==> src/design/qsa_pkg.sv <==
// shared types, constants and transition decode for the quadrature step accumulator
package qsa_pkg;

  // held direction codes
  typedef enum logic [1:0] {
    DIR_NONE  = 2'd0,
    DIR_LEFT  = 2'd1,
    DIR_RIGHT = 2'd2
  } dir_e;

  // pin pair is {a, b}; both pins high when the knob rests
  localparam logic [1:0] PinPairReset = 2'b11;
  localparam logic [7:0] TargetStepsReset = 8'd4;

  // event handed from the step logic to the result buffer
  typedef struct packed {
    logic valid;
    logic right;
  } evt_t;

  // classify one old-to-new pin transition
  function automatic dir_e step_dir(input logic [1:0] old_pair, input logic [1:0] new_pair);
    dir_e dir;
    unique case ({old_pair, new_pair})
      4'b00_01: dir = DIR_RIGHT;
      4'b00_10: dir = DIR_LEFT;
      4'b01_00: dir = DIR_LEFT;
      4'b01_11: dir = DIR_RIGHT;
      4'b10_00: dir = DIR_RIGHT;
      4'b10_11: dir = DIR_LEFT;
      4'b11_01: dir = DIR_LEFT;
      4'b11_10: dir = DIR_RIGHT;
      default:  dir = DIR_NONE;
    endcase
    return dir;
  endfunction

endpackage

==> src/design/qsa_step.sv <==
// pin pair tracking, direction hold and step counting
module qsa_step import qsa_pkg::*; (
  input  logic       clk_i,
  input  logic       rst_ni,
  input  logic       take_i,
  input  logic       pin_a_i,
  input  logic       pin_b_i,
  input  logic [7:0] target_steps_i,
  output evt_t       evt_o
);

  logic [1:0] pin_pair_q, pin_pair_d;
  dir_e       held_q, held_d;
  logic [7:0] count_q, count_d;

  logic [1:0] now_pair;
  dir_e       dir;
  logic [7:0] count_next;
  logic       held_valid;

  // decode the sampled transition
  assign now_pair   = {pin_a_i, pin_b_i};
  assign dir        = step_dir(pin_pair_q, now_pair);
  assign held_valid = (held_q == DIR_LEFT) || (held_q == DIR_RIGHT);
  assign count_next = (dir == held_q) ? count_q + 8'd1 : 8'd1;

  // next state and event
  always_comb begin
    pin_pair_d  = pin_pair_q;
    held_d      = held_q;
    count_d     = count_q;
    evt_o.valid = 1'b0;
    evt_o.right = (dir == DIR_RIGHT);
    if (take_i && (now_pair != pin_pair_q)) begin
      pin_pair_d = now_pair;
      if (dir != DIR_NONE) begin
        held_d = dir;
        if (!held_valid) begin
          count_d = 8'd1;
        end else if (count_next >= target_steps_i) begin
          count_d     = 8'd0;
          evt_o.valid = 1'b1;
        end else begin
          count_d = count_next;
        end
      end
    end
  end

  // state registers
  always_ff @(posedge clk_i or negedge rst_ni) begin
    if (!rst_ni) begin
      pin_pair_q <= PinPairReset;
      held_q     <= DIR_NONE;
      count_q    <= 8'd0;
    end else begin
      pin_pair_q <= pin_pair_d;
      held_q     <= held_d;
      count_q    <= count_d;
    end
  end

  // an event always clears the count
  assert property (@(posedge clk_i) disable iff (!rst_ni)
    evt_o.valid |=> (count_q == 8'd0))
    else $error("count not cleared after event");

  // no count builds up before a direction is held
  assert property (@(posedge clk_i) disable iff (!rst_ni)
    (held_q == DIR_NONE) |-> (count_q == 8'd0))
    else $error("count set without a held direction");

endmodule

==> src/design/qsa_out_buf.sv <==
// result register with one skid entry
module qsa_out_buf import qsa_pkg::*; (
  input  logic clk_i,
  input  logic rst_ni,
  input  evt_t evt_i,
  output logic full_o,
  output logic out_valid_o,
  input  logic out_stall_i,
  output logic turn_direction_o
);

  logic out_valid_q, out_valid_d;
  logic out_dir_q, out_dir_d;
  logic skid_valid_q, skid_valid_d;
  logic skid_dir_q, skid_dir_d;
  logic take;

  assign take = out_valid_q && !out_stall_i;

  // fill and drain
  always_comb begin
    out_valid_d  = out_valid_q;
    out_dir_d    = out_dir_q;
    skid_valid_d = skid_valid_q;
    skid_dir_d   = skid_dir_q;
    if (skid_valid_q) begin
      if (take) begin
        out_dir_d    = skid_dir_q;
        skid_valid_d = 1'b0;
      end
    end else if (evt_i.valid) begin
      if (!out_valid_q || take) begin
        out_valid_d = 1'b1;
        out_dir_d   = evt_i.right;
      end else begin
        skid_valid_d = 1'b1;
        skid_dir_d   = evt_i.right;
      end
    end else if (take) begin
      out_valid_d = 1'b0;
    end
  end

  // control flags
  always_ff @(posedge clk_i or negedge rst_ni) begin
    if (!rst_ni) begin
      out_valid_q  <= 1'b0;
      skid_valid_q <= 1'b0;
    end else begin
      out_valid_q  <= out_valid_d;
      skid_valid_q <= skid_valid_d;
    end
  end

  // payload
  always_ff @(posedge clk_i) begin
    out_dir_q  <= out_dir_d;
    skid_dir_q <= skid_dir_d;
  end

  assign full_o           = skid_valid_q;
  assign out_valid_o      = out_valid_q;
  assign turn_direction_o = out_dir_q;

  // skid entry only holds when the result register is occupied
  assert property (@(posedge clk_i) disable iff (!rst_ni)
    skid_valid_q |-> out_valid_q)
    else $error("skid holds a request while output is empty");

  // skid fills only behind a stalled result
  assert property (@(posedge clk_i) disable iff (!rst_ni)
    $rose(skid_valid_q) |-> $past(out_valid_q && out_stall_i))
    else $error("skid filled without a stalled result");

endmodule

==> src/design/quadrature_step_accumulator.sv <==
// top level of the quadrature step accumulator
//
// Input channel: one request per sample of the two encoder pins (pin_a_i,
// pin_b_i), taken when in_valid_i is high and in_stall_o is low. A sample
// equal to the previous one does nothing; a valid quadrature transition
// counts one step in its direction, a reversal restarts the count at 1.
// The first valid step after reset only records the direction.
// Output channel: when the count reaches target_steps, one request carrying
// turn_direction_o (0 left, 1 right) is offered on out_valid_o and taken when
// out_stall_i is low.
// Configuration: target_steps is written by cfg_we_i with cfg_wdata_i; the
// user must write it only while the block is idle; the block does not check.
// Reset value is 4. Results go into the result register or the skid entry.
// Throughput: one sample per cycle while in_stall_o is low; decode and count
// update are a single level of logic between the state registers.
// When the receiver stalls, the result register holds and one more result
// fits in a skid entry; in_stall_o rises only while that entry is occupied.
// Reset (rst_ni low, asynchronous) sets the pins to both high, clears the
// held direction, the count and both result entries.
module quadrature_step_accumulator import qsa_pkg::*; (
  input  logic       clk_i,
  input  logic       rst_ni,
  input  logic       cfg_we_i,
  input  logic [7:0] cfg_wdata_i,
  input  logic       in_valid_i,
  output logic       in_stall_o,
  input  logic       pin_a_i,
  input  logic       pin_b_i,
  output logic       out_valid_o,
  input  logic       out_stall_i,
  output logic       turn_direction_o
);

  logic [7:0] target_q;
  logic       take;
  logic       full;
  evt_t       evt;

  // target register
  always_ff @(posedge clk_i or negedge rst_ni) begin
    if (!rst_ni) begin
      target_q <= TargetStepsReset;
    end else if (cfg_we_i) begin
      target_q <= cfg_wdata_i;
    end
  end

  assign in_stall_o = full;
  assign take       = in_valid_i && !full;

  // step decode and counting
  qsa_step u_step (
    .clk_i          (clk_i),
    .rst_ni         (rst_ni),
    .take_i         (take),
    .pin_a_i        (pin_a_i),
    .pin_b_i        (pin_b_i),
    .target_steps_i (target_q),
    .evt_o          (evt)
  );

  // result buffering
  qsa_out_buf u_out_buf (
    .clk_i            (clk_i),
    .rst_ni           (rst_ni),
    .evt_i            (evt),
    .full_o           (full),
    .out_valid_o      (out_valid_o),
    .out_stall_i      (out_stall_i),
    .turn_direction_o (turn_direction_o)
  );

endmodule

==> config.mk <==
export PLATFORM = sky130hd
export DESIGN_NAME = quadrature_step_accumulator
export DESIGN_NICKNAME = d
export VERILOG_FILES = /design/src/design/qsa_pkg.sv /design/src/design/qsa_step.sv /design/src/design/qsa_out_buf.sv /design/src/design/quadrature_step_accumulator.sv
export SDC_FILE = /design/constraint.sdc
export NUM_CORES = 1
export LEC_CHECK = 0
export BUFFER_PORTS_ARGS = -buffer_cell sky130_fd_sc_hd__buf_4
export CAP_MARGIN = 15
export CELL_PAD_IN_SITES_DETAIL_PLACEMENT = 1
export CELL_PAD_IN_SITES_GLOBAL_PLACEMENT = 1
export CORE_UTILIZATION = 43
export DETAILED_ROUTE_END_ITERATION = 10
export GPL_TIMING_DRIVEN = 0
export PLACE_DENSITY_LB_ADDON = 0.12
export SYNTH_ARGS = -nofsm -noshare
export SYNTH_HDL_FRONTEND = slang
export SYNTH_SLANG_ARGS = --single-unit
==> constraint.sdc <==
create_clock -name clk_i -period 3.4 [get_ports clk_i]
set_input_delay 1.02 -clock clk_i [delete_from_list [all_inputs] [get_ports clk_i]]
set_output_delay 1.02 -clock clk_i [all_outputs]
set_load 0.05 [all_outputs]
==> reports/summary.txt <==
=====================================================================================
Largest family of logic cells by synthesized area                        simple AND/OR/NAND/NOR gates
#FFs+latches synth                                                                 24
Cell count after placement                                                        206
# Max-Cap Violations                                                                0
First-pass GRT wire length                                                    5200 um
Hold Buf Count CTS                                                                  0
Most frequent standard cell in the layout excluding fill and tap cells   sky130_fd_sc_hd__nand2_1
Count of final max-slew check failures                                              0
Unrepaired setup endpoints after global routing                                 false
Vias in the first global route                                                   1174
Min Clock Period, post-route                                                  3280 ps
Worst IR drop on VDD                                                         0.216 mV
Ant. Diodes                                                                         0
Crit path largest cell delay                                                   420 ps
CTS tree                                                                          yes
Post-DP HPWL                                                                  2310 um
Largest clock skew in the final design                                        6.29 ps
Clock sink count                                                                   24
Die Width                                                                     59.1 um
Clock Tree Buf Depth                                                                2
Ports                                                                              18
Initial DRT Pass Iterations                                                         4
Syn Nets                                                                          169
Overall fraction of global-route tracks in use                                  19.8%
Final ANT Viol Nets                                                                 0
Final #Nets                                                                       193
Fraction of final layout cells with drive strength greater than 1               24.4%
Most used flip-flop cell after synthesis                                 sky130_fd_sc_hd__dfrtp_1
Kind of start point of the critical path                                 primary input
Commonest non-fill, non-tap cells in the layout                          26 x sky130_fd_sc_hd__nand2_1, 20 x sky130_fd_sc_hd__buf_4, 19 x sky130_fd_sc_hd__dfrtp_1, 12 x sky130_fd_sc_hd__nor2_1, 11 x sky130_fd_sc_hd__inv_1
Synth-to-layout area growth                                                     19.7%
WL per Instance                                                               14.0 um
Largest delay share family, worst path                                   simple AND/OR/NAND/NOR gates
Mapped Cells                                                                      145
Root cell of the clock tree                                              sky130_fd_sc_hd__clkbuf_4
Clock latency on the worst-skew pair                                           320 ps
Outcome                                                                     completed
Fraction of met1 tracks used by global routing                                  25.0%
Routed vias                                                                      1076
Area of the die                                                             3490 um^2
Complex-gate fraction of the synthesized area                                   14.0%
Maximum number of pins on one net before global-route repair                       23
Clock buffer count from CTS                                                         3
Capturing element type of the critical path                                  register
Met3 track utilization from global routing                                      2.18%
Total global routing overflow                                                       0
Static leakage                                                               0.744 nW
Crit-path cells                                                          buf_4 > xor2_2 > and2_1 > buf_4 > nand3_2 > o21a_4 > buf_6 > nor2_1 > ha_1 > nand3_1 > or3_4 > a211o_1 > a21boi_2
Number of unique standard cell types used by synthesis                             38
CTS clock-pin slew for the worst setup and hold paths                          140 ps
Vias per cell                                                                    5.08
Placeable core area                                                         3080 um^2
Slack of the critical path                                                     120 ps
Post-Synth Adder-Cell Area                                                      8.04%
Number of flops mapped to enable cells by yosys                                     2
DRC violation count after routing                                                   0
Arrival time reported for the critical path endpoint                          3330 ps
Most common cell type on the critical path                               sky130_fd_sc_hd__buf_4
Transition time at the pin with the least slew margin                          332 ps
Placer congestion estimate                                                      0.760
Worst Hold Class                                                           reg -> reg
Share of async-settable or async-resettable flops after synthesis               91.7%
IO Port Bufs                                                                       17
Netlist area before placement                                               1400 um^2
Aggregate routed wire length                                                  2970 um
Number of synthesis warnings                                                        0
Antenna violations before repair                                                    0
Top achievable clock speed                                                    305 MHz
Max-slew headroom                                                               77.9%
Finished Layout Cells                                                             212
Required time reported for the critical path endpoint                         3450 ps
Kind of critical path                                                       in -> reg
Worst path buffer plus inverter count                                               3
Post-synthesis mux area share                                                   3.04%
Highest fanout seen on the critical path                                           10
Final setup vio count                                                               0
Initial Util                                                                    45.5%
Fraction of met2 tracks used by global routing                                  34.7%
Cell area power density                                                   453 nW/um^2
Xor and xnor area share after synthesis                                         8.04%
Clock H-tree levels                                                                 1
Number of failing hold endpoints at the final stage                                 0
Post-Place Setup Slack                                                        -356 ps
Post-synthesis sequential area ratio                                            43.9%
Violation count after the first detailed-route iteration                           34
Y dimension of the die                                                        59.1 um
Per-instance average area after synthesis                                   9.66 um^2
Crit-path slowest cell                                                   sky130_fd_sc_hd__or3_4
Most utilized layer in the global route result                                   met2
Ratio of final minimum period to clock period                                   96.5%
Synth Area in Simple Gates                                                      17.6%
Number of placement rows                                                           20
=====================================================================================
==> through the flow <==
step           setup TNS, ps  power (W)  hold slack (ps)  area, um^2  utilization [%]
5_1_grt                    0   0.000815              534        1680             54.4
4_1_cts                    0   0.000760              518        1640             53.2
2_1_floorplan              0   0.000549              458        1420                -
3_5_place_dp           -1380   0.000621              480        1600             52.0
6_report                   0   0.000760              512        1680             54.4
3_3_place_gp            -749   0.000607              470        1600             52.0
==> worst register-to-register path, cell delays in order (launching register included) <==
cell                       delay (ps)
sky130_fd_sc_hd__dfstp_2          630
sky130_fd_sc_hd__xor2_2           180
sky130_fd_sc_hd__nor2_1            60
sky130_fd_sc_hd__mux2i_1          230
sky130_fd_sc_hd__o21a_4           180
sky130_fd_sc_hd__buf_6            120
sky130_fd_sc_hd__nor2_1            60
sky130_fd_sc_hd__ha_1             310
sky130_fd_sc_hd__nand3_1          110
sky130_fd_sc_hd__or3_4            420
sky130_fd_sc_hd__a211o_1          310
sky130_fd_sc_hd__a21boi_2         160
==> synth_stat cells (3+ instances only) <==
| master | number | area [um^2] |
|---|---|---|
| sky130_fd_sc_hd__nand2_1 | 26 | 97.6 |
| sky130_fd_sc_hd__dfrtp_1 | 19 | 475 |
| sky130_fd_sc_hd__nor2_1 | 12 | 45.0 |
| sky130_fd_sc_hd__inv_1 | 11 | 41.3 |
| sky130_fd_sc_hd__ha_1 | 9 | 113 |
| sky130_fd_sc_hd__o21ai_0 | 9 | 45.0 |
| sky130_fd_sc_hd__xnor2_1 | 7 | 61.3 |
| sky130_fd_sc_hd__o31ai_1 | 6 | 45.0 |
| sky130_fd_sc_hd__nand3_1 | 4 | 20.0 |
| sky130_fd_sc_hd__xor2_1 | 4 | 35.0 |
| sky130_fd_sc_hd__a21oi_1 | 3 | 15.0 |
| sky130_fd_sc_hd__dfstp_2 | 3 | 78.8 |
==> per-layer routing <==
metal,up-vias,part of all wire [%]
li1,535,-
met1,525,44
met2,11,53
met3,5,1.8
met4,0,1.2
met5,-,0
==> power breakdown <==
part           switching (W)  internal, W
Combinational       0.000141     0.000129
Clock              0.0000870    0.0000459
Sequential         0.0000334     0.000323
Total               0.000262     0.000498
==> timing repair <==
action	4_1_cts	5_1_grt
gates resized for setup	1	3
endpoints found under the setup margin	1	2
pin swaps	0	2
buffers inserted	0	2
==> registers in the layout, summed over array words and instances, names as in the netlist <==
name and cells:
u_out_buf.skid_dir_q 1, u_step.pin_pair_q 2, u_step.count_q 8, u_step.held_q 2
target_q 8, u_out_buf.turn_direction_o 1, u_out_buf.full_o 1, u_out_buf.out_valid_o 1
==> worst paths after layout <==
path | startpoint | end | slack [ps] | depth (start not counted)
hold / removal | u_step.pin_pair_q[0] | u_step.pin_pair_q[0] | 510 | 2
setup reg to reg | u_step.pin_pair_q[1] | u_out_buf.turn_direction_o | 380 | 11
min in group asynchronous | rst_ni | target_q[1] | 570 | 1
setup / recovery | pin_b_i | u_out_buf.turn_direction_o | 120 | 13
hold reg to reg | u_step.pin_pair_q[0] | u_step.pin_pair_q[0] | 510 | 2
max in group asynchronous | rst_ni | u_step.pin_pair_q[0] | 2560 | 1
==> logic make-up after synthesis <==
logic type	count (synthesis)
simple gates	52
compound gates	29
flops	24
buf+inv	15
xor+xnor	12
fa+ha+maj	9
mux	4
==> final cells by class <==
cell class | instances | area (um^2)
fillers | 372 | 1400
clock buffers | 4 | 26.3
well taps | 44 | 55.1
multi-input cells | 106 | 762
plain buffers | 4 | 33.8
repair buffers | 19 | 143
inverters | 11 | 41.3
flip-flops and latches | 24 | 614
Note: power is estimated with default switching activity, not from simulation.
